<file path="src/rtl/gmd_pkg.sv">
package gmd_pkg;

   localparam int TRAILER_BYTES = 8;
   localparam int FILL_W = $clog2(TRAILER_BYTES + 1);
   localparam int HB_IDX_W = $clog2(TRAILER_BYTES);

   localparam int RSP_QUEUE_DEPTH = 3;
   localparam int QCNT_W = $clog2(RSP_QUEUE_DEPTH + 1);

   localparam logic [7:0] ID1_BYTE = 8'h1f;
   localparam logic [7:0] ID2_BYTE = 8'h8b;
   localparam logic [7:0] CM_DEFLATE = 8'h08;

   localparam int FB_HCRC = 0;
   localparam int FB_EXTRA = 1;
   localparam int FB_NAME = 2;
   localparam int FB_COMMENT = 3;

   localparam logic [15:0] FIXED_SKIP = 16'd6;
   localparam logic [15:0] HCRC_SKIP = 16'd2;

   typedef enum logic [1:0] {
      KIND_DATA = 2'd0,
      KIND_DONE = 2'd1,
      KIND_BAD_HEADER = 2'd2,
      KIND_TRUNCATED = 2'd3
   } gmd_kind_type;

   typedef enum logic [3:0] {
      PH_ID1 = 4'd0,
      PH_ID2 = 4'd1,
      PH_CM = 4'd2,
      PH_FLG = 4'd3,
      PH_FIXED = 4'd4,
      PH_XLO = 4'd5,
      PH_XHI = 4'd6,
      PH_EXTRA = 4'd7,
      PH_NAME = 4'd8,
      PH_COMMENT = 4'd9,
      PH_HCRC = 4'd10,
      PH_PAYLOAD = 4'd11,
      PH_FAULT = 4'd12
   } gmd_phase_type;

   typedef struct packed {
      gmd_kind_type kind;
      logic [7:0] data_byte;
      logic [31:0] crc_value;
      logic [31:0] original_size;
      logic [31:0] payload_length;
      logic last_result;
   } gmd_result_type;

   typedef struct packed {
      logic [1:0] count;
      gmd_result_type first;
      gmd_result_type second;
   } gmd_step_type;

endpackage

</file>
<file path="src/rtl/gmd_if.sv">
interface gmd_req_if;
   logic valid;
   logic ready;
   logic [7:0] in_byte;
   logic end_of_stream;

   modport source (output valid, in_byte, end_of_stream, input ready);
   modport sink (input valid, in_byte, end_of_stream, output ready);
endinterface

interface gmd_rsp_if import gmd_pkg::*; ();
   logic valid;
   logic ready;
   gmd_kind_type kind;
   logic [7:0] data_byte;
   logic [31:0] crc_value;
   logic [31:0] original_size;
   logic [31:0] payload_length;
   logic last_result;

   modport source (output valid, kind, data_byte, crc_value, original_size,
                   payload_length, last_result, input ready);
   modport sink (input valid, kind, data_byte, crc_value, original_size,
                 payload_length, last_result, output ready);
endinterface

interface gmd_csr_if;
   logic valid;
   logic ready;
   logic passthrough_mode;

   modport source (output valid, passthrough_mode, input ready);
   modport sink (input valid, passthrough_mode, output ready);
endinterface

</file>
<file path="src/rtl/gmd_parser.sv">
module gmd_parser import gmd_pkg::*; (
   input logic clock,
   input logic reset,
   input logic step,
   input logic [7:0] in_byte,
   input logic end_of_stream,
   input logic passthrough_mode,
   output gmd_step_type step_out
);

   gmd_phase_type phase_ff, phase_in, phase_mid;
   logic [3:0] flags_ff, flags_in;
   logic [15:0] skip_ff, skip_in;
   logic [7:0] xlo_ff, xlo_in;
   logic [7:0] hb_ff [TRAILER_BYTES];
   logic [7:0] hb_in [TRAILER_BYTES];
   logic [FILL_W-1:0] fill_ff, fill_in, fill_mid;
   logic [31:0] count_ff, count_in, count_mid;
   logic bad_hdr;
   logic push_out;

   function automatic gmd_phase_type next_opt(input logic [3:0] flags,
                                              input logic [1:0] done_upto);
      gmd_phase_type ph;
      priority if (done_upto < 2'd1 && flags[FB_EXTRA]) begin
         ph = PH_XLO;
      end else if (done_upto < 2'd2 && flags[FB_NAME]) begin
         ph = PH_NAME;
      end else if (done_upto < 2'd3 && flags[FB_COMMENT]) begin
         ph = PH_COMMENT;
      end else if (flags[FB_HCRC]) begin
         ph = PH_HCRC;
      end else begin
         ph = PH_PAYLOAD;
      end
      return ph;
   endfunction

   always_comb begin
      phase_mid = phase_ff;
      flags_in = flags_ff;
      skip_in = skip_ff;
      xlo_in = xlo_ff;
      hb_in = hb_ff;
      fill_mid = fill_ff;
      count_mid = count_ff;
      bad_hdr = 1'b0;
      push_out = 1'b0;
      if (step && !passthrough_mode) begin
         unique case (phase_ff)
            PH_ID1: begin
               if (in_byte != ID1_BYTE) bad_hdr = 1'b1;
               else phase_mid = PH_ID2;
            end
            PH_ID2: begin
               if (in_byte != ID2_BYTE) bad_hdr = 1'b1;
               else phase_mid = PH_CM;
            end
            PH_CM: begin
               if (in_byte != CM_DEFLATE) bad_hdr = 1'b1;
               else phase_mid = PH_FLG;
            end
            PH_FLG: begin
               flags_in = in_byte[4:1];
               skip_in = FIXED_SKIP;
               phase_mid = PH_FIXED;
            end
            PH_FIXED: begin
               skip_in = skip_ff - 16'd1;
               if (skip_ff == 16'd1) phase_mid = next_opt(flags_ff, 2'd0);
            end
            PH_XLO: begin
               xlo_in = in_byte;
               phase_mid = PH_XHI;
            end
            PH_XHI: begin
               skip_in = {in_byte, xlo_ff};
               if ({in_byte, xlo_ff} == 16'd0) phase_mid = next_opt(flags_ff, 2'd1);
               else phase_mid = PH_EXTRA;
            end
            PH_EXTRA: begin
               skip_in = skip_ff - 16'd1;
               if (skip_ff == 16'd1) phase_mid = next_opt(flags_ff, 2'd1);
            end
            PH_NAME: begin
               if (in_byte == 8'd0) phase_mid = next_opt(flags_ff, 2'd2);
            end
            PH_COMMENT: begin
               if (in_byte == 8'd0) phase_mid = next_opt(flags_ff, 2'd3);
            end
            PH_HCRC: begin
               skip_in = skip_ff - 16'd1;
               if (skip_ff == 16'd1) phase_mid = PH_PAYLOAD;
            end
            PH_PAYLOAD: begin
               if (fill_ff < FILL_W'(TRAILER_BYTES)) begin
                  hb_in[fill_ff[HB_IDX_W-1:0]] = in_byte;
                  fill_mid = fill_ff + FILL_W'(1);
               end else begin
                  push_out = 1'b1;
                  for (int i = 0; i < TRAILER_BYTES - 1; i++) begin
                     hb_in[i] = hb_ff[i+1];
                  end
                  hb_in[TRAILER_BYTES-1] = in_byte;
                  if (count_ff != 32'hffff_ffff) count_mid = count_ff + 32'd1;
               end
            end
            default: begin
            end
         endcase
         if (bad_hdr) phase_mid = PH_FAULT;
         if (phase_mid == PH_HCRC && phase_ff != PH_HCRC) skip_in = HCRC_SKIP;
      end
      phase_in = phase_mid;
      fill_in = fill_mid;
      count_in = count_mid;
      if (step && !passthrough_mode && end_of_stream) begin
         phase_in = PH_ID1;
         flags_in = 4'd0;
         skip_in = 16'd0;
         xlo_in = 8'd0;
         fill_in = '0;
         count_in = 32'd0;
      end
   end

   always_comb begin
      gmd_result_type r_pay;
      gmd_result_type r_bad;
      gmd_result_type r_end;
      logic has_end;
      r_pay = '0;
      r_pay.kind = KIND_DATA;
      r_pay.data_byte = hb_ff[0];
      r_bad = '0;
      r_bad.kind = KIND_BAD_HEADER;
      r_bad.last_result = 1'b1;
      r_end = '0;
      r_end.last_result = 1'b1;
      has_end = 1'b0;
      step_out = '0;
      if (end_of_stream) begin
         if (phase_mid == PH_PAYLOAD && fill_mid == FILL_W'(TRAILER_BYTES)) begin
            has_end = 1'b1;
            r_end.kind = KIND_DONE;
            r_end.crc_value = {hb_in[3], hb_in[2], hb_in[1], hb_in[0]};
            r_end.original_size = {hb_in[7], hb_in[6], hb_in[5], hb_in[4]};
            r_end.payload_length = count_mid;
         end else if (phase_mid != PH_FAULT) begin
            has_end = 1'b1;
            r_end.kind = KIND_TRUNCATED;
         end
      end
      if (step) begin
         priority if (passthrough_mode) begin
            step_out.count = 2'd1;
            step_out.first = '0;
            step_out.first.kind = KIND_DATA;
            step_out.first.data_byte = in_byte;
            step_out.first.last_result = 1'b1;
         end else if (push_out) begin
            step_out.first = r_pay;
            if (has_end) begin
               step_out.count = 2'd2;
               step_out.second = r_end;
            end else begin
               step_out.count = 2'd1;
               step_out.first.last_result = 1'b1;
            end
         end else if (bad_hdr) begin
            step_out.count = 2'd1;
            step_out.first = r_bad;
         end else if (has_end) begin
            step_out.count = 2'd1;
            step_out.first = r_end;
         end else begin
            step_out.count = 2'd0;
         end
      end
   end

   always_ff @(posedge clock) begin
      if (reset) begin
         phase_ff <= PH_ID1;
         flags_ff <= 4'd0;
         skip_ff <= 16'd0;
         xlo_ff <= 8'd0;
         fill_ff <= '0;
         count_ff <= 32'd0;
      end else begin
         phase_ff <= phase_in;
         flags_ff <= flags_in;
         skip_ff <= skip_in;
         xlo_ff <= xlo_in;
         fill_ff <= fill_in;
         count_ff <= count_in;
      end
   end

   always_ff @(posedge clock) begin
      hb_ff <= hb_in;
   end

endmodule

</file>
<file path="src/rtl/gzip_member_deframer_unit.sv">
// Channel   Port      Direction  Carries
// req       req_bus   in         in_byte, end_of_stream
// rsp       rsp_bus   out        kind, data_byte, crc_value, original_size,
//                                payload_length, last_result
// csr       csr_bus   in         passthrough_mode, always ready
//
// One item is parsed in the cycle it is accepted and its results land in a
// three-entry result queue, so a byte can be taken every cycle.
// The input is ready while the queue holds at most one result; an item that
// yields two results therefore drops ready until the queue drains to one.
// A stalled result side fills the queue and holds ready low until it drains.
// Synchronous reset clears the parser state, the queue and the mode bit.
module gzip_member_deframer_unit import gmd_pkg::*; (
   input logic clock,
   input logic reset,
   gmd_req_if.sink req_bus,
   gmd_rsp_if.source rsp_bus,
   gmd_csr_if.sink csr_bus
);

   logic mode_ff, mode_in;
   gmd_result_type q_ff [RSP_QUEUE_DEPTH];
   gmd_result_type q_in [RSP_QUEUE_DEPTH];
   logic [QCNT_W-1:0] cnt_ff, cnt_in, cnt_p;
   logic accept;
   logic pop;
   gmd_step_type step_out;

   assign req_bus.ready = (cnt_ff <= QCNT_W'(1));
   assign accept = req_bus.valid && req_bus.ready;
   assign pop = rsp_bus.valid && rsp_bus.ready;
   assign csr_bus.ready = 1'b1;

   gmd_parser u_parser (
      .clock(clock),
      .reset(reset),
      .step(accept),
      .in_byte(req_bus.in_byte),
      .end_of_stream(req_bus.end_of_stream),
      .passthrough_mode(mode_ff),
      .step_out(step_out)
   );

   always_comb begin
      mode_in = mode_ff;
      if (csr_bus.valid) mode_in = csr_bus.passthrough_mode;
   end

   always_comb begin
      cnt_p = cnt_ff - QCNT_W'(pop);
      for (int i = 0; i < RSP_QUEUE_DEPTH; i++) begin
         if (pop && i < RSP_QUEUE_DEPTH - 1) q_in[i] = q_ff[i+1];
         else q_in[i] = q_ff[i];
         if (accept && step_out.count != 2'd0 && QCNT_W'(i) == cnt_p) begin
            q_in[i] = step_out.first;
         end
         if (accept && step_out.count == 2'd2 && QCNT_W'(i) == QCNT_W'(cnt_p + 1'b1)) begin
            q_in[i] = step_out.second;
         end
      end
      cnt_in = cnt_p + (accept ? QCNT_W'(step_out.count) : QCNT_W'(0));
   end

   always_ff @(posedge clock) begin
      if (reset) begin
         mode_ff <= 1'b0;
         cnt_ff <= '0;
      end else begin
         mode_ff <= mode_in;
         cnt_ff <= cnt_in;
      end
   end

   always_ff @(posedge clock) begin
      q_ff <= q_in;
   end

   assign rsp_bus.valid = (cnt_ff != '0);
   assign rsp_bus.kind = q_ff[0].kind;
   assign rsp_bus.data_byte = q_ff[0].data_byte;
   assign rsp_bus.crc_value = q_ff[0].crc_value;
   assign rsp_bus.original_size = q_ff[0].original_size;
   assign rsp_bus.payload_length = q_ff[0].payload_length;
   assign rsp_bus.last_result = q_ff[0].last_result;

endmodule

</file>
<file path="src/flat_wrapper.sv">
// flat-port wrapper written by rule: the top's interface ports become plain ports
module gzip_member_deframer_unit_flat import gmd_pkg::*;
  (clock, reset, req_bus_valid, req_bus_in_byte, req_bus_end_of_stream, req_bus_ready, rsp_bus_valid, rsp_bus_kind, rsp_bus_data_byte, rsp_bus_crc_value, rsp_bus_original_size, rsp_bus_payload_length, rsp_bus_last_result, rsp_bus_ready, csr_bus_valid, csr_bus_passthrough_mode, csr_bus_ready);
  gmd_req_if req_bus_i ();
  gmd_rsp_if rsp_bus_i ();
  gmd_csr_if csr_bus_i ();
  input logic clock;
  input logic reset;
  input wire logic [$bits(req_bus_i.valid)-1:0] req_bus_valid;
  input wire logic [$bits(req_bus_i.in_byte)-1:0] req_bus_in_byte;
  input wire logic [$bits(req_bus_i.end_of_stream)-1:0] req_bus_end_of_stream;
  output wire logic [$bits(req_bus_i.ready)-1:0] req_bus_ready;
  output wire logic [$bits(rsp_bus_i.valid)-1:0] rsp_bus_valid;
  output wire logic [$bits(rsp_bus_i.kind)-1:0] rsp_bus_kind;
  output wire logic [$bits(rsp_bus_i.data_byte)-1:0] rsp_bus_data_byte;
  output wire logic [$bits(rsp_bus_i.crc_value)-1:0] rsp_bus_crc_value;
  output wire logic [$bits(rsp_bus_i.original_size)-1:0] rsp_bus_original_size;
  output wire logic [$bits(rsp_bus_i.payload_length)-1:0] rsp_bus_payload_length;
  output wire logic [$bits(rsp_bus_i.last_result)-1:0] rsp_bus_last_result;
  input wire logic [$bits(rsp_bus_i.ready)-1:0] rsp_bus_ready;
  input wire logic [$bits(csr_bus_i.valid)-1:0] csr_bus_valid;
  input wire logic [$bits(csr_bus_i.passthrough_mode)-1:0] csr_bus_passthrough_mode;
  output wire logic [$bits(csr_bus_i.ready)-1:0] csr_bus_ready;
  assign req_bus_i.valid = req_bus_valid;
  assign req_bus_i.in_byte = req_bus_in_byte;
  assign req_bus_i.end_of_stream = req_bus_end_of_stream;
  assign req_bus_ready = req_bus_i.ready;
  assign rsp_bus_valid = rsp_bus_i.valid;
  assign rsp_bus_kind = rsp_bus_i.kind;
  assign rsp_bus_data_byte = rsp_bus_i.data_byte;
  assign rsp_bus_crc_value = rsp_bus_i.crc_value;
  assign rsp_bus_original_size = rsp_bus_i.original_size;
  assign rsp_bus_payload_length = rsp_bus_i.payload_length;
  assign rsp_bus_last_result = rsp_bus_i.last_result;
  assign rsp_bus_i.ready = rsp_bus_ready;
  assign csr_bus_i.valid = csr_bus_valid;
  assign csr_bus_i.passthrough_mode = csr_bus_passthrough_mode;
  assign csr_bus_ready = csr_bus_i.ready;
  gzip_member_deframer_unit u_core (.clock(clock), .reset(reset), .req_bus(req_bus_i), .rsp_bus(rsp_bus_i), .csr_bus(csr_bus_i));
endmodule
</file>
<file path="config.mk">
export PLATFORM = sky130hd
export DESIGN_NAME = gzip_member_deframer_unit_flat
export DESIGN_NICKNAME = d
export VERILOG_FILES = /design/src/rtl/gmd_pkg.sv /design/src/rtl/gmd_if.sv /design/src/rtl/gmd_parser.sv /design/src/rtl/gzip_member_deframer_unit.sv /design/src/flat_wrapper.sv
export SDC_FILE = /design/constraint.sdc
export NUM_CORES = 1
export LEC_CHECK = 0
export BUFFER_PORTS_ARGS = -buffer_cell sky130_fd_sc_hd__clkbuf_2
export CAP_MARGIN = 20
export CORE_AREA = 2 2 295 297
export CTS_CLUSTER_DIAMETER = 200
export DETAILED_ROUTE_END_ITERATION = 8
export DIE_AREA = 0 0 297 299
export GPL_TIMING_DRIVEN = 0
export HOLD_SLACK_MARGIN = 0.15
export SKIP_LAST_GASP = 1
export SLEW_MARGIN = 25
export SYNTH_ARGS = -nofsm -noshare
export SYNTH_HDL_FRONTEND = slang
export SYNTH_SLANG_ARGS = --single-unit
export TNS_END_PERCENT = 100
</file>
<file path="constraint.sdc">
create_clock -name clock -period 9.5 [get_ports clock]
set_input_delay 1.425 -clock clock [delete_from_list [all_inputs] [get_ports clock]]
set_output_delay 1.425 -clock clock [all_outputs]
set_load 0.02 [all_outputs]
</file>
==> results of run 1 <==
worst max-delay path: stages:
cell                        delay [ns]
sky130_fd_sc_hd__clkbuf_2         0.15
sky130_fd_sc_hd__nor4_2           0.54
sky130_fd_sc_hd__a2111oi_0        0.20
sky130_fd_sc_hd__a311oi_1         0.44
sky130_fd_sc_hd__a31oi_1          0.25
sky130_fd_sc_hd__o211ai_2         0.45
sky130_fd_sc_hd__nand4_4          0.25
sky130_fd_sc_hd__a21oi_4          0.49
sky130_fd_sc_hd__buf_4            0.34
sky130_fd_sc_hd__buf_6            0.19
sky130_fd_sc_hd__nand2_4          0.20
sky130_fd_sc_hd__buf_16           0.29
sky130_fd_sc_hd__buf_16           0.23
through the flow:
stage	hold slack [ns]	total power [mW]	setup TNS [ns]	std cells	util
6_report	0.4751	7.157	0	3234	0.2927
5_1_grt	0.5132	7.492	0	3234	0.2927
4_1_cts	0.4775	7.253	0	3233	0.2926
3_5_place_dp	0.4693	5.321	0	3145	0.2740
3_3_place_gp	0.4580	5.328	-220.62	3136	0.2709
2_1_floorplan	0.4448	4.575	0	1860	-
synth_stat cells (5+ instances only):
library cell and n:
sky130_fd_sc_hd__edfxtp_1 321, sky130_fd_sc_hd__nor2_1 222, sky130_fd_sc_hd__a22o_1 166, sky130_fd_sc_hd__dfxtp_1 135, sky130_fd_sc_hd__nand2_1 126, sky130_fd_sc_hd__buf_4 114
sky130_fd_sc_hd__nor2b_1 66, sky130_fd_sc_hd__o22ai_1 65, sky130_fd_sc_hd__clkbuf_1 56, sky130_fd_sc_hd__nor3_1 53, sky130_fd_sc_hd__o21ai_0 51, sky130_fd_sc_hd__buf_2 50
sky130_fd_sc_hd__a21oi_1 48, sky130_fd_sc_hd__nand3_1 34, sky130_fd_sc_hd__nor3_2 34, sky130_fd_sc_hd__xnor2_1 30, sky130_fd_sc_hd__mux2i_1 27, sky130_fd_sc_hd__o2bb2ai_1 26
sky130_fd_sc_hd__inv_1 25, sky130_fd_sc_hd__xor2_1 19, sky130_fd_sc_hd__and2_1 16, sky130_fd_sc_hd__and3_1 11, sky130_fd_sc_hd__nor3_4 10, sky130_fd_sc_hd__nand4_1 9
sky130_fd_sc_hd__nor4_1 8, sky130_fd_sc_hd__a31oi_1 7, sky130_fd_sc_hd__buf_6 6, sky130_fd_sc_hd__ha_1 6, sky130_fd_sc_hd__a211oi_1 5, sky130_fd_sc_hd__a21o_1 5
sky130_fd_sc_hd__and4_1 5, sky130_fd_sc_hd__nand2b_1 5, sky130_fd_sc_hd__nand3b_1 5, sky130_fd_sc_hd__or3_1 5
power groups by stage:
stage | Sequential [mW] | Clock (mW) | Combinational [mW]
CTS | 3.05 | 1.96 | 2.24
finish | 3.05 | 1.91 | 2.20
global placement | 3.18 | 0 | 2.15
detailed placement | 3.09 | 0 | 2.23
global route | 3.10 | 2.03 | 2.36
floorplan | 3.07 | 0 | 1.50
layout by cell type (no fill, tap or decap), types with 11 or more instances in the layout:
cell type,count
sky130_fd_sc_hd__buf_4,114
sky130_fd_sc_hd__buf_2,50
sky130_fd_sc_hd__clkbuf_16,47
sky130_fd_sc_hd__nand2_1,124
sky130_fd_sc_hd__o21ai_0,51
sky130_fd_sc_hd__nand3_1,34
sky130_fd_sc_hd__mux2i_1,27
sky130_fd_sc_hd__clkbuf_1,63
sky130_fd_sc_hd__dfxtp_1,135
sky130_fd_sc_hd__edfxtp_1,321
sky130_fd_sc_hd__o2bb2ai_1,26
sky130_fd_sc_hd__a21oi_1,48
sky130_fd_sc_hd__clkbuf_2,121
sky130_fd_sc_hd__and2_1,16
sky130_fd_sc_hd__nor2_1,221
sky130_fd_sc_hd__nor2b_1,66
sky130_fd_sc_hd__xor2_1,19
sky130_fd_sc_hd__o22ai_1,65
sky130_fd_sc_hd__a22o_1,166
sky130_fd_sc_hd__nor3_2,34
sky130_fd_sc_hd__nor3_1,53
sky130_fd_sc_hd__and3_1,11
sky130_fd_sc_hd__inv_1,25
sky130_fd_sc_hd__xnor2_1,30
routing by layer:
layer	wire [microns]	part of all wire	GRT usage	up-vias
met1	24800	0.42	0.1624	7212
met5	48	0.00082	0	-
met4	2269	0.039	0.05183	8
met3	3315	0.056	0.02283	103
met2	28240	0.48	0.2159	433
li1	-	-	-	7146
cell families (layout without fill, tap and decap cells):
kind of cell,Yosys count,in the layout,share of synthesized area
AND/OR/NAND/NOR,639,639,0.1590
flip-flops,456,456,0.5813
AO/OA/AOI/OAI,426,426,0.1519
buffers and inverters,254,472,0.07013
XOR/XNOR,49,49,0.02021
multiplexers,29,29,0.01379
adder cells (fa/ha/maj),6,6,0.003536
other,1,2,0.0001766
worst paths after layout:
check / start / end / depth (start not counted)
max: req_bus_in_byte[3] / u_core.q_ff[205]$_SDFFCE_PP0P_ / 13
min: u_core.u_parser.xlo_ff[4]$_SDFFE_PP0P_ / u_core.u_parser.xlo_ff[4]$_SDFFE_PP0P_ / 2
max reg2reg: u_core.u_parser.skip_ff[2]$_SDFFE_PP0P_ / u_core.q_ff[205]$_SDFFCE_PP0P_ / 12
min reg2reg: u_core.u_parser.xlo_ff[4]$_SDFFE_PP0P_ / u_core.u_parser.xlo_ff[4]$_SDFFE_PP0P_ / 2
layout make-up:
| cell class | count | area [sq um] |
|---|---|---|
| inverters | 25 | 93.84 |
| diodes | 1 | 2.502 |
| clock inverters | 28 | 319.1 |
| fillers | 8848 | 60790 |
| repair buffers | 130 | 845.8 |
| plain buffers | 229 | 1395 |
| clock buffers | 60 | 1285 |
| multi-input cells | 1150 | 7423 |
| well taps | 1155 | 1445 |
| flip-flops and latches | 456 | 12340 |
state kept, by name, indices dropped and copies added (netlist names):
| name | flops |
|---|---|
| u_core.rsp_bus.last_result | 1 |
| u_core.u_parser.fill_ff | 4 |
| u_core.q_ff | 214 |
| u_core.mode_ff | 1 |
| u_core.rsp_bus.payload_length | 32 |
| u_core.u_parser.phase_ff | 4 |
| u_core.u_parser.flags_ff | 4 |
| u_core.rsp_bus.original_size | 32 |
| u_core.cnt_ff | 2 |
| u_core.u_parser.xlo_ff | 8 |
| u_core.u_parser.hb_ff | 64 |
| u_core.u_parser.count_ff | 32 |
| u_core.rsp_bus.data_byte | 8 |
| u_core.u_parser.skip_ff | 16 |
| u_core.rsp_bus.kind | 2 |
| u_core.rsp_bus.crc_value | 32 |
==> metrics.log, run 1 <==
INFO  metric outcome = complete, no violations
INFO  metric final.setup_skew = 0.03340 ns
INFO  metric max_freq = 191.7 MHz
INFO  metric pin_count_of_the_biggest_net_entering_global_routing = 53
INFO  metric min_period_over_period = 0.5492
INFO  metric first_global_vias = 14368
INFO  metric ctsRootBufferMaster = sky130_fd_sc_hd__clkbuf_16
INFO  metric place_congestion = 0.8817
INFO  metric route.vias.total = 14902
INFO  metric net-switching-power = 2.293 mW
INFO  metric powerDensity = 284.5 nW/um^2
INFO  metric synth_ff_type = sky130_fd_sc_hd__edfxtp_1
INFO  metric seqPwrFrac = 0.425
INFO  metric per_instance_average_area_after_synthesis = 11.41 sq um
INFO  metric floorplan.core_area = 85940 sq um
INFO  metric routed_wl = 58680 microns
INFO  metric placement.setup.worst_slack = 3.717 ns
INFO  metric synth_sequential_area_ratio = 0.5813
INFO  metric ys_types = 88
INFO  metric detail_route.first_pass.iterations = 6
INFO  metric synth-edff-count = 321
INFO  metric post-dp-hpwl = 42340 microns
INFO  metric core.rowCount = 108
INFO  metric cts_max_path_buffers = 3
INFO  metric tightest_slew = 0.9921 ns
INFO  metric grt.overflow.total = 0
INFO  metric path_max_fanout = 46
INFO  metric report.final.hold_viol_count = 0
INFO  metric stdcell_area = 25150 sq um
INFO  metric clock_insertion_delay_worst_skew = 0.61 ns
INFO  metric p_sw_frac = 0.3204
INFO  metric cts-hold-fix-buffers = 0
INFO  metric avgRoutedWirePerCell = 18.14 microns
INFO  metric cts_max_level = 2
INFO  metric hold_path.class = reg -> reg
INFO  metric synth.yosys.warnings = 0
INFO  metric internal-power = 4.864 mW
INFO  metric synth_top_area_share = 0.4540
INFO  metric max_cap_violations = 0
INFO  metric start_util = 0.2470
INFO  metric finalSetupViolations = 0
INFO  metric detail_route.iter0.violations = 1187
INFO  metric tritoncts_clock_tree = done
INFO  metric dpl-instance-area = 23550 sq um
INFO  metric ys_ff_latch = 456
INFO  metric synthesis.area = 21230 sq um
INFO  metric synth-async-reset-ratio = 0
INFO  metric design.die.area = 88800 sq um
INFO  metric max-slew-margin-rel = 0.3386
INFO  metric antenna_found_initial = 5
INFO  metric yosysTopAreaCell = sky130_fd_sc_hd__edfxtp_1
INFO  metric power.static_leakage = 9.112 nW
INFO  metric postCtsResizedCells = 0
INFO  metric final_max_slew_viol_count = 0
INFO  metric worstSetupPathType = in -> reg
INFO  metric cts_inserted_buffers = 47
INFO  metric r2r_slack = 4.85 ns
INFO  metric fp.dieW = 297 microns
INFO  metric ir_drop = 0.0001268 V
INFO  metric grtUsageTotal = 0.1281
INFO  metric synthesis_to_finish_area_growth = 18.46%
INFO  metric crit_required = 9.83 ns
INFO  metric critPathLaunchType = input pin
INFO  metric io_buffers = 121
INFO  metric tritoncts_num_sinks = 456
INFO  metric clk_pin_slew_worst_paths = 0.06 ns
INFO  metric via_density = 4.608
INFO  metric critical_path.endpoint_type = register
INFO  metric pwr-share-comb = 0.307
INFO  metric rsz_0062_raised_after_global_routing = false
INFO  metric postRouteAntennaNets = 0
INFO  metric setup_ws = 4.283 ns
INFO  metric clockPowerShare = 0.267
INFO  metric post-route-min-period = 5.217 ns
INFO  metric grt_first_pass_wirelength = 87950 microns
INFO  metric top_level_ports = 125
INFO  metric final_nets = 2060
INFO  metric top_cells_by_area_synth = sky130_fd_sc_hd__edfxtp_1 (45%), sky130_fd_sc_hd__dfxtp_1 (13%), sky130_fd_sc_hd__a22o_1 (6.8%), sky130_fd_sc_hd__buf_4 (4.0%), sky130_fd_sc_hd__nor2_1 (3.9%)
INFO  metric cts.repair_timing.setup_buffer_count = 0
INFO  metric synth_fp_nets = 1881
INFO  metric worst_ep_arrival = 5.55 ns
INFO  metric drive_gt1_frac = 0.2161
INFO  metric cells_after_synth = 1860
INFO  metric die_height = 299 microns
INFO  metric drc = 0
Power figures use the tool's default switching activity.
==> run 2: changes to the inputs <==
Clock period 9.5 ns to 4.86 ns, I/O delays scaled along.
==> metrics.log, run 2 (same netlist as run 1, synthesis figures left out) <==
INFO  metric flip_flop_count_of_the_largest_register_after_layout = 214 (unchanged)
INFO  metric seqPwrFrac = 0.428 (was 0.425)
INFO  metric tritoncts_num_sinks = 456 (unchanged)
INFO  metric floorplan.core_area = 85940 sq um (unchanged)
INFO  metric cts_max_level = 2 (unchanged)
INFO  metric postCtsResizedCells = 0 (unchanged)
INFO  metric powerDensity = 553.9 nW/um^2 (was 284.5 nW/um^2)
INFO  metric net-switching-power = 4.449 mW (was 2.293 mW)
INFO  metric mostFrequentLayoutCell = sky130_fd_sc_hd__edfxtp_1 (unchanged)
INFO  metric postRouteAntennaNets = 0 (unchanged)
INFO  metric gr-usage-met1 = 0.1624 (about the same)
INFO  metric worstSetupPathType = reg -> reg (was in -> reg)
INFO  metric grtUsageMet2 = 0.2209 (was 0.2159)
INFO  metric cts_max_path_buffers = 3 (unchanged)
INFO  metric cts_inserted_buffers = 48 (was 47)
INFO  metric final.setup_skew = 0.02633 ns (was 0.03340 ns)
INFO  metric core.rowCount = 108 (unchanged)
INFO  metric finalSetupViolations = 0 (unchanged)
INFO  metric detail_route.first_pass.iterations = 6 (unchanged)
INFO  metric via_density = 4.632 (was 4.608)
INFO  metric path_max_fanout = 24 (was 46)
INFO  metric pwr-share-comb = 0.307 (about the same)
INFO  metric critPathLaunchType = register (was input pin)
INFO  metric filler_cell_count = 8928 (was 8848)
INFO  metric grt-busiest-layer = met2 (unchanged)
INFO  metric clock_insertion_delay_worst_skew = 0.59 ns (was 0.61 ns)
INFO  metric grtUsageTotal = 0.1296 (was 0.1281)
INFO  metric hold_ws = 0.4004 ns (was 0.4751 ns)
INFO  metric final_max_slew_viol_count = 0 (unchanged)
INFO  metric fp.dieW = 297 microns (unchanged)
INFO  metric ir_drop = 0.0003133 V (was 0.0001268 V)
INFO  metric setup-tns-final = 0 ns (unchanged)
INFO  metric drc = 0 (unchanged)
INFO  metric p_sw_frac = 0.3200 (was 0.3204)
INFO  metric detail_route.iter0.violations = 1132 (was 1187)
INFO  metric power.static_leakage = 9.070 nW (was 9.112 nW)
INFO  metric use_met3 = 0.02501 (was 0.02283)
INFO  metric ctsRootBufferMaster = sky130_fd_sc_hd__clkbuf_16 (unchanged)
INFO  metric start_util = 0.2470 (unchanged)
INFO  metric crit_required = 5.15 ns (was 9.83 ns)
INFO  metric min_period_over_period = 0.8940
INFO  metric placed_cells_incl_taps = 3143 (was 3145)
INFO  metric rsz_0062_raised_after_global_routing = false (unchanged)
INFO  metric avgRoutedWirePerCell = 18.23 microns (was 18.14 microns)
INFO  metric post-route-min-period = 4.345 ns
INFO  metric grt_first_pass_wirelength = 89790 microns (was 87950 microns)
INFO  metric clockPowerShare = 0.265 (was 0.267)
INFO  metric tightest_slew = 1.102 ns (was 0.9921 ns)
INFO  metric instances_no_fill = 3237 (was 3234)
INFO  metric post-dp-hpwl = 42510 microns (was 42340 microns)
INFO  metric outcome = complete, no violations (unchanged)
INFO  metric antenna_found_initial = 6 (was 5)
INFO  metric design.die.area = 88800 sq um (unchanged)
INFO  metric routed_wl = 59010 microns (was 58680 microns)
INFO  metric drive_gt1_frac = 0.2135 (was 0.2161)
INFO  metric max_freq = 230.2 MHz
INFO  metric synthesis_to_finish_area_growth = 18.23% (was 18.46%)
INFO  metric report.final.hold_viol_count = 0 (unchanged)
INFO  metric worst_ep_arrival = 4.63 ns (was 5.55 ns)
INFO  metric first_global_vias = 14749 (was 14368)
INFO  metric max-slew-margin-rel = 0.2650 (was 0.3386)
INFO  metric place_congestion = 0.8795 (was 0.8817)
INFO  metric top_level_ports = 125 (unchanged)
INFO  metric clk_pin_slew_worst_paths = 0.06 ns (about the same)
INFO  metric max_cap_violations = 0 (unchanged)
INFO  metric most_frequent_cells_in_the_layout = sky130_fd_sc_hd__edfxtp_1 (321), sky130_fd_sc_hd__nor2_1 (221), sky130_fd_sc_hd__a22o_1 (166), sky130_fd_sc_hd__dfxtp_1 (135), sky130_fd_sc_hd__nand2_1 (124) (unchanged)
INFO  metric pin_count_of_the_biggest_net_entering_global_routing = 68 (was 53)
INFO  metric die_height = 299 microns (unchanged)
INFO  metric final_nets = 2063 (was 2060)
INFO  metric tritoncts_clock_tree = done (unchanged)
INFO  metric cts-hold-fix-buffers = 0 (unchanged)
INFO  metric io_buffers = 121 (unchanged)
INFO  metric critical_path.endpoint_type = register (unchanged)
INFO  metric route.vias.total = 14994 (was 14902)
INFO  metric grt.overflow.total = 0 (unchanged)
INFO  metric hold_path.class = in -> reg (was reg -> reg)
INFO  metric regMostFlops = u_core.q_ff (unchanged)
INFO  metric top_regs = u_core.q_ff x214, u_core.u_parser.hb_ff x64 (unchanged)
INFO  metric internal-power = 9.455 mW (was 4.864 mW)
==> run 2: repair_timing <==
item	4_1_cts	5_1_grt
endpoints found under the hold margin	0	0
endpoints found under the setup margin	0	98
buffers inserted	0	4
==> run 2: final timing paths <==
kind / from / endpoint / slack, ns / cells past startpoint
min: csr_bus_passthrough_mode / u_core.mode_ff$_SDFFE_PP0P_ / 0.40 / 3
max: u_core.cnt_ff[1]$_SDFF_PP0_ / u_core.q_ff[4]$_DFFE_PP_ / 0.52 / 12
max reg2reg: u_core.cnt_ff[1]$_SDFF_PP0_ / u_core.q_ff[4]$_DFFE_PP_ / 0.52 / 12
min reg2reg: u_core.u_parser.xlo_ff[4]$_SDFFE_PP0P_ / u_core.u_parser.xlo_ff[4]$_SDFFE_PP0P_ / 0.47 / 2
==> run 2: per-stage QoR <==
stage | utilization | power [mW] | instance area (sq um) | setup slack [ns]
5_1_grt | 0.2920 | 14.59 | 25100 | 0.1909
6_report | 0.2921 | 13.90 | 25100 | 0.5152
4_1_cts | 0.2917 | 14.08 | 25070 | 0.2226
3_5_place_dp | 0.2736 | 10.37 | 23510 | -0.2063
3_3_place_gp | 0.2711 | 10.33 | 23300 | -1.648
2_1_floorplan | - | 8.891 | 21250 | -0.005226
==> run 2: area by class of cell <==
| class | instances | area (sq um) | share of cell area |
|---|---|---|---|
| timing repair buffer | 132 | 820.8 | 0.03270 |
| buffer | 229 | 1398 | 0.05568 |
| tap | 1155 | 1445 | 0.05757 |
| inverter | 25 | 93.84 | 0.003738 |
| clock inverter | 27 | 286.5 | 0.01141 |
| sequential | 456 | 12340 | 0.4917 |
| multi-input combinational | 1150 | 7441 | 0.2964 |
| clock buffer | 61 | 1270 | 0.05059 |
| antenna | 2 | 5.005 | 0.0001994 |
==> run 2: metal layers <==
metal	part of all wire	wire, microns	vias up
met1	0.43	25130	7317
met4	0.033	1931	8
li1	-	-	7142
met5	0.00083	49	-
met2	0.48	28590	428
met3	0.056	3311	99
==> run 2: critical path, cell delays in order, from the launching register on <==
cell and delay (ns):
sky130_fd_sc_hd__dfxtp_1 0.38, sky130_fd_sc_hd__nand2b_1 0.25, sky130_fd_sc_hd__nor2_1 0.65, sky130_fd_sc_hd__a21oi_1 0.26, sky130_fd_sc_hd__o31ai_1 0.48, sky130_fd_sc_hd__o211ai_2 0.26, sky130_fd_sc_hd__a31oi_4 0.40, sky130_fd_sc_hd__buf_4 0.25
sky130_fd_sc_hd__a31oi_1 0.08, sky130_fd_sc_hd__nor2_4 0.40, sky130_fd_sc_hd__buf_16 0.21, sky130_fd_sc_hd__buf_12 0.19, sky130_fd_sc_hd__buf_16 0.20
==> run 2: power groups by stage <==
stage               registers [mW]  clock network [mW]  logic (mW)
floorplan                     5.95                   0        2.94
global placement              6.13                   0        4.20
detailed placement            6.04                   0        4.33
CTS                           5.98                3.76        4.34
global route                  6.07                3.92        4.59
finish                        5.96                3.68        4.27
==> run 3: changes to the inputs <==
Settings changed: RECOVER_POWER set to 100.
==> metrics.log, run 3 (same netlist as run 1, synthesis figures left out) <==
INFO  metric outcome = complete, no violations (unchanged)
INFO  metric place_congestion = 0.8795 (unchanged)
INFO  metric grt.overflow.total = 0 (unchanged)
INFO  metric path_cells = buf_2, clkbuf_1, nand4b_1, nor3_2, nand2_1, a211o_1, a311oi_1, buf_2, clkbuf_1, a22o_1 (was nand2b_1, nor2_1, a21oi_1, o31ai_1, o211ai_2, a31oi_4, buf_4, a31oi_1, nor2_4, buf_16, buf_12, buf_16)
INFO  metric route.vias.total = 15014 (was 14994)
INFO  metric detail_route.first_pass.iterations = 5 (was 6)
INFO  metric power.static_leakage = 8.668 nW (was 9.070 nW)
INFO  metric cts_max_level = 2 (unchanged)
INFO  metric via_density = 4.638 (was 4.632)
INFO  metric core.rowCount = 108 (unchanged)
INFO  metric grt_first_pass_wirelength = 89790 microns (unchanged)
INFO  metric post-route-min-period = 4.478 ns (was 4.345 ns)
INFO  metric antenna_found_initial = 6 (unchanged)
INFO  metric ctsRootBufferMaster = sky130_fd_sc_hd__clkbuf_16 (unchanged)
INFO  metric post-dp-hpwl = 42510 microns (unchanged)
INFO  metric max-slew-margin-rel = 0.1267 (was 0.2650)
INFO  metric ir_drop = 0.0003103 V (was 0.0003133 V)
INFO  metric max_freq = 223.3 MHz (was 230.2 MHz)
INFO  metric floorplan.core_area = 85940 sq um (unchanged)
INFO  metric clock_insertion_delay_worst_skew = 0.59 ns (about the same)
INFO  metric slowest_delay = 0.97 ns (was 0.65 ns)
INFO  metric clk_pin_slew_worst_paths = 0.06 ns (about the same)
INFO  metric rsz_0062_raised_after_global_routing = false (unchanged)
INFO  metric instances_no_fill = 3237 (unchanged)
INFO  metric detail_route.iter0.violations = 1120 (was 1132)
INFO  metric max_cap_violations = 0 (unchanged)
INFO  metric postRouteAntennaNets = 0 (unchanged)
INFO  metric mostFrequentLayoutCell = sky130_fd_sc_hd__edfxtp_1 (unchanged)
INFO  metric filler_cell_count = 9043 (was 8928)
INFO  metric slowest_stage = sky130_fd_sc_hd__a311oi_1 (was sky130_fd_sc_hd__nor2_1)
INFO  metric drc = 0 (unchanged)
INFO  metric cts-hold-fix-buffers = 0 (unchanged)
INFO  metric postCtsResizedCells = 0 (unchanged)
INFO  metric flip_flop_count_of_the_largest_register_after_layout = 214 (unchanged)
INFO  metric cpLargestDelayFamily = buffers and inverters (was compound AO/OA/AOI/OAI gates)
INFO  metric top_level_ports = 125 (unchanged)
INFO  metric cts_max_path_buffers = 3 (unchanged)
INFO  metric first_global_vias = 14749 (unchanged)
INFO  metric path_max_fanout = 10 (was 24)
INFO  metric final_max_slew_viol_count = 0 (unchanged)
INFO  metric worst_ep_arrival = 4.93 ns (was 4.63 ns)
INFO  metric report.final.hold_viol_count = 0 (unchanged)
INFO  metric final.setup_skew = 0.02460 ns (was 0.02633 ns)
INFO  metric drive_gt1_frac = 0.1418 (was 0.2135)
INFO  metric top_regs = u_core.q_ff x214, u_core.u_parser.hb_ff x64 (unchanged)
INFO  metric tightest_slew = 1.296 ns (was 1.102 ns)
INFO  metric start_util = 0.2470 (unchanged)
INFO  metric finalSetupViolations = 0 (unchanged)
INFO  metric critical_path.endpoint_type = register (unchanged)
INFO  metric multi_input_area = 7268 sq um (was 7441 sq um)
INFO  metric die_height = 299 microns (unchanged)
INFO  metric cts.repair_timing.setup_buffer_count = 0 (unchanged)
INFO  metric avgRoutedWirePerCell = 18.22 microns (was 18.23 microns)
INFO  metric register_area = 12340 sq um (unchanged)
INFO  metric cts_inserted_buffers = 48 (unchanged)
INFO  metric crit_required = 5.31 ns (was 5.15 ns)
INFO  metric synthesis_to_finish_area_growth = 16.37% (was 18.23%)
INFO  metric total_power = 13.74 mW (was 13.90 mW)
INFO  metric final_nets = 2063 (unchanged)
INFO  metric placed_cells_incl_taps = 3143 (unchanged)
INFO  metric fp.dieW = 297 microns (unchanged)
INFO  metric routed_wl = 58990 microns (was 59010 microns)
INFO  metric design.die.area = 88800 sq um (unchanged)
INFO  metric io_buffers = 121 (unchanged)
INFO  metric most_frequent_cells_in_the_layout = sky130_fd_sc_hd__edfxtp_1 (321), sky130_fd_sc_hd__nor2_1 (222), sky130_fd_sc_hd__clkbuf_1 (191), sky130_fd_sc_hd__a22o_1 (166), sky130_fd_sc_hd__dfxtp_1 (135) (was sky130_fd_sc_hd__edfxtp_1 (321), sky130_fd_sc_hd__nor2_1 (221), sky130_fd_sc_hd__a22o_1 (166), sky130_fd_sc_hd__dfxtp_1 (135), sky130_fd_sc_hd__nand2_1 (124))
INFO  metric min_period_over_period = 0.9215 (was 0.8940)
INFO  metric tritoncts_clock_tree = done (unchanged)
INFO  metric worstSetupPathType = reg -> reg (unchanged)
INFO  metric tritoncts_num_sinks = 456 (unchanged)
INFO  metric powerDensity = 556.2 nW/um^2 (was 553.9 nW/um^2)
INFO  metric pin_count_of_the_biggest_net_entering_global_routing = 68 (unchanged)
INFO  metric cp_num_buf_inv = 4 (unchanged)
INFO  metric critPathLaunchType = register (unchanged)
INFO  metric hold_path.class = in -> reg (unchanged)
INFO  metric grtUsageTotal = 0.1296 (unchanged)
INFO  metric regMostFlops = u_core.q_ff (unchanged)
## run 3: cell types whose count changed in the layout (fill, tap and decap cells not counted), sizes merged
cell,previous run,this run
clkbuf,238,267
buf,184,155
## run 3: power breakdown
group | switching, mW | internal (mW)
logic | 2.55 | 1.56
registers | 0.332 | 5.62
clock network | 1.56 | 2.12
## run 3: stage by stage
| stage | utilization | setup slack, ns | hold slack (ns) | TNS [ns] | area, sq um |
|---|---|---|---|---|---|
| 6_report | 0.2875 | 0.3817 | 0.3972 | 0 | 24710 |
| 4_1_cts | 0.2917 | 0.2226 | 0.3713 | 0 | 25070 |
| 2_1_floorplan | - | -0.005226 | 0.4448 | -0.5592 | 21250 |
| 3_5_place_dp | 0.2736 | -0.2063 | 0.4672 | -18.82 | 23510 |
| 5_1_grt | 0.2875 | 0.09985 | 0.3926 | 0 | 24700 |
| 3_3_place_gp | 0.2711 | -1.648 | 0.4568 | -494.04 | 23300 |
## run 3: worst reg2reg max path, cell delays in order, from the launching register on
cell and delay (ns):
sky130_fd_sc_hd__dfxtp_1 0.37, sky130_fd_sc_hd__buf_2 0.26, sky130_fd_sc_hd__clkbuf_1 0.41, sky130_fd_sc_hd__nand4b_1 0.26, sky130_fd_sc_hd__nor3_2 0.57, sky130_fd_sc_hd__nand2_1 0.12, sky130_fd_sc_hd__a211o_1 0.30, sky130_fd_sc_hd__a311oi_1 0.97
sky130_fd_sc_hd__buf_2 0.49, sky130_fd_sc_hd__clkbuf_1 0.38, sky130_fd_sc_hd__a22o_1 0.22
## run 3: area by class of cell
cell class                      count  share of cell area
Clock buffer                       61             0.05140
Sequential cell                   456              0.4995
Tap cell                         1155             0.05849
Timing Repair Buffer              132             0.02552
Inverter                           25            0.003798
Clock inverter                     27             0.01160
Buffer                            229             0.05530
Multi-Input combinational cell   1150              0.2942
Antenna cell                        2           0.0002026
## run 3: metal layers
layer | GRT usage | wire length, microns | up-vias
met5 | 0 | 49 | -
met4 | 0.04942 | 2081 | 8
met3 | 0.02501 | 3426 | 100
met2 | 0.2209 | 28430 | 432
met1 | 0.1624 | 25000 | 7329
li1 | - | - | 7145
## run 3: final timing paths
check	startpoint	endpoint	slack [ns]	depth (start not counted)
max	u_core.u_parser.phase_ff[0]$_SDFF_PP0_	u_core.q_ff[158]$_DFFE_PP_	0.38	10
min	csr_bus_passthrough_mode	u_core.mode_ff$_SDFFE_PP0P_	0.40	3
max reg2reg	u_core.u_parser.phase_ff[0]$_SDFF_PP0_	u_core.q_ff[158]$_DFFE_PP_	0.38	10
min reg2reg	u_core.u_parser.xlo_ff[4]$_SDFFE_PP0P_	u_core.u_parser.xlo_ff[4]$_SDFFE_PP0P_	0.47	2
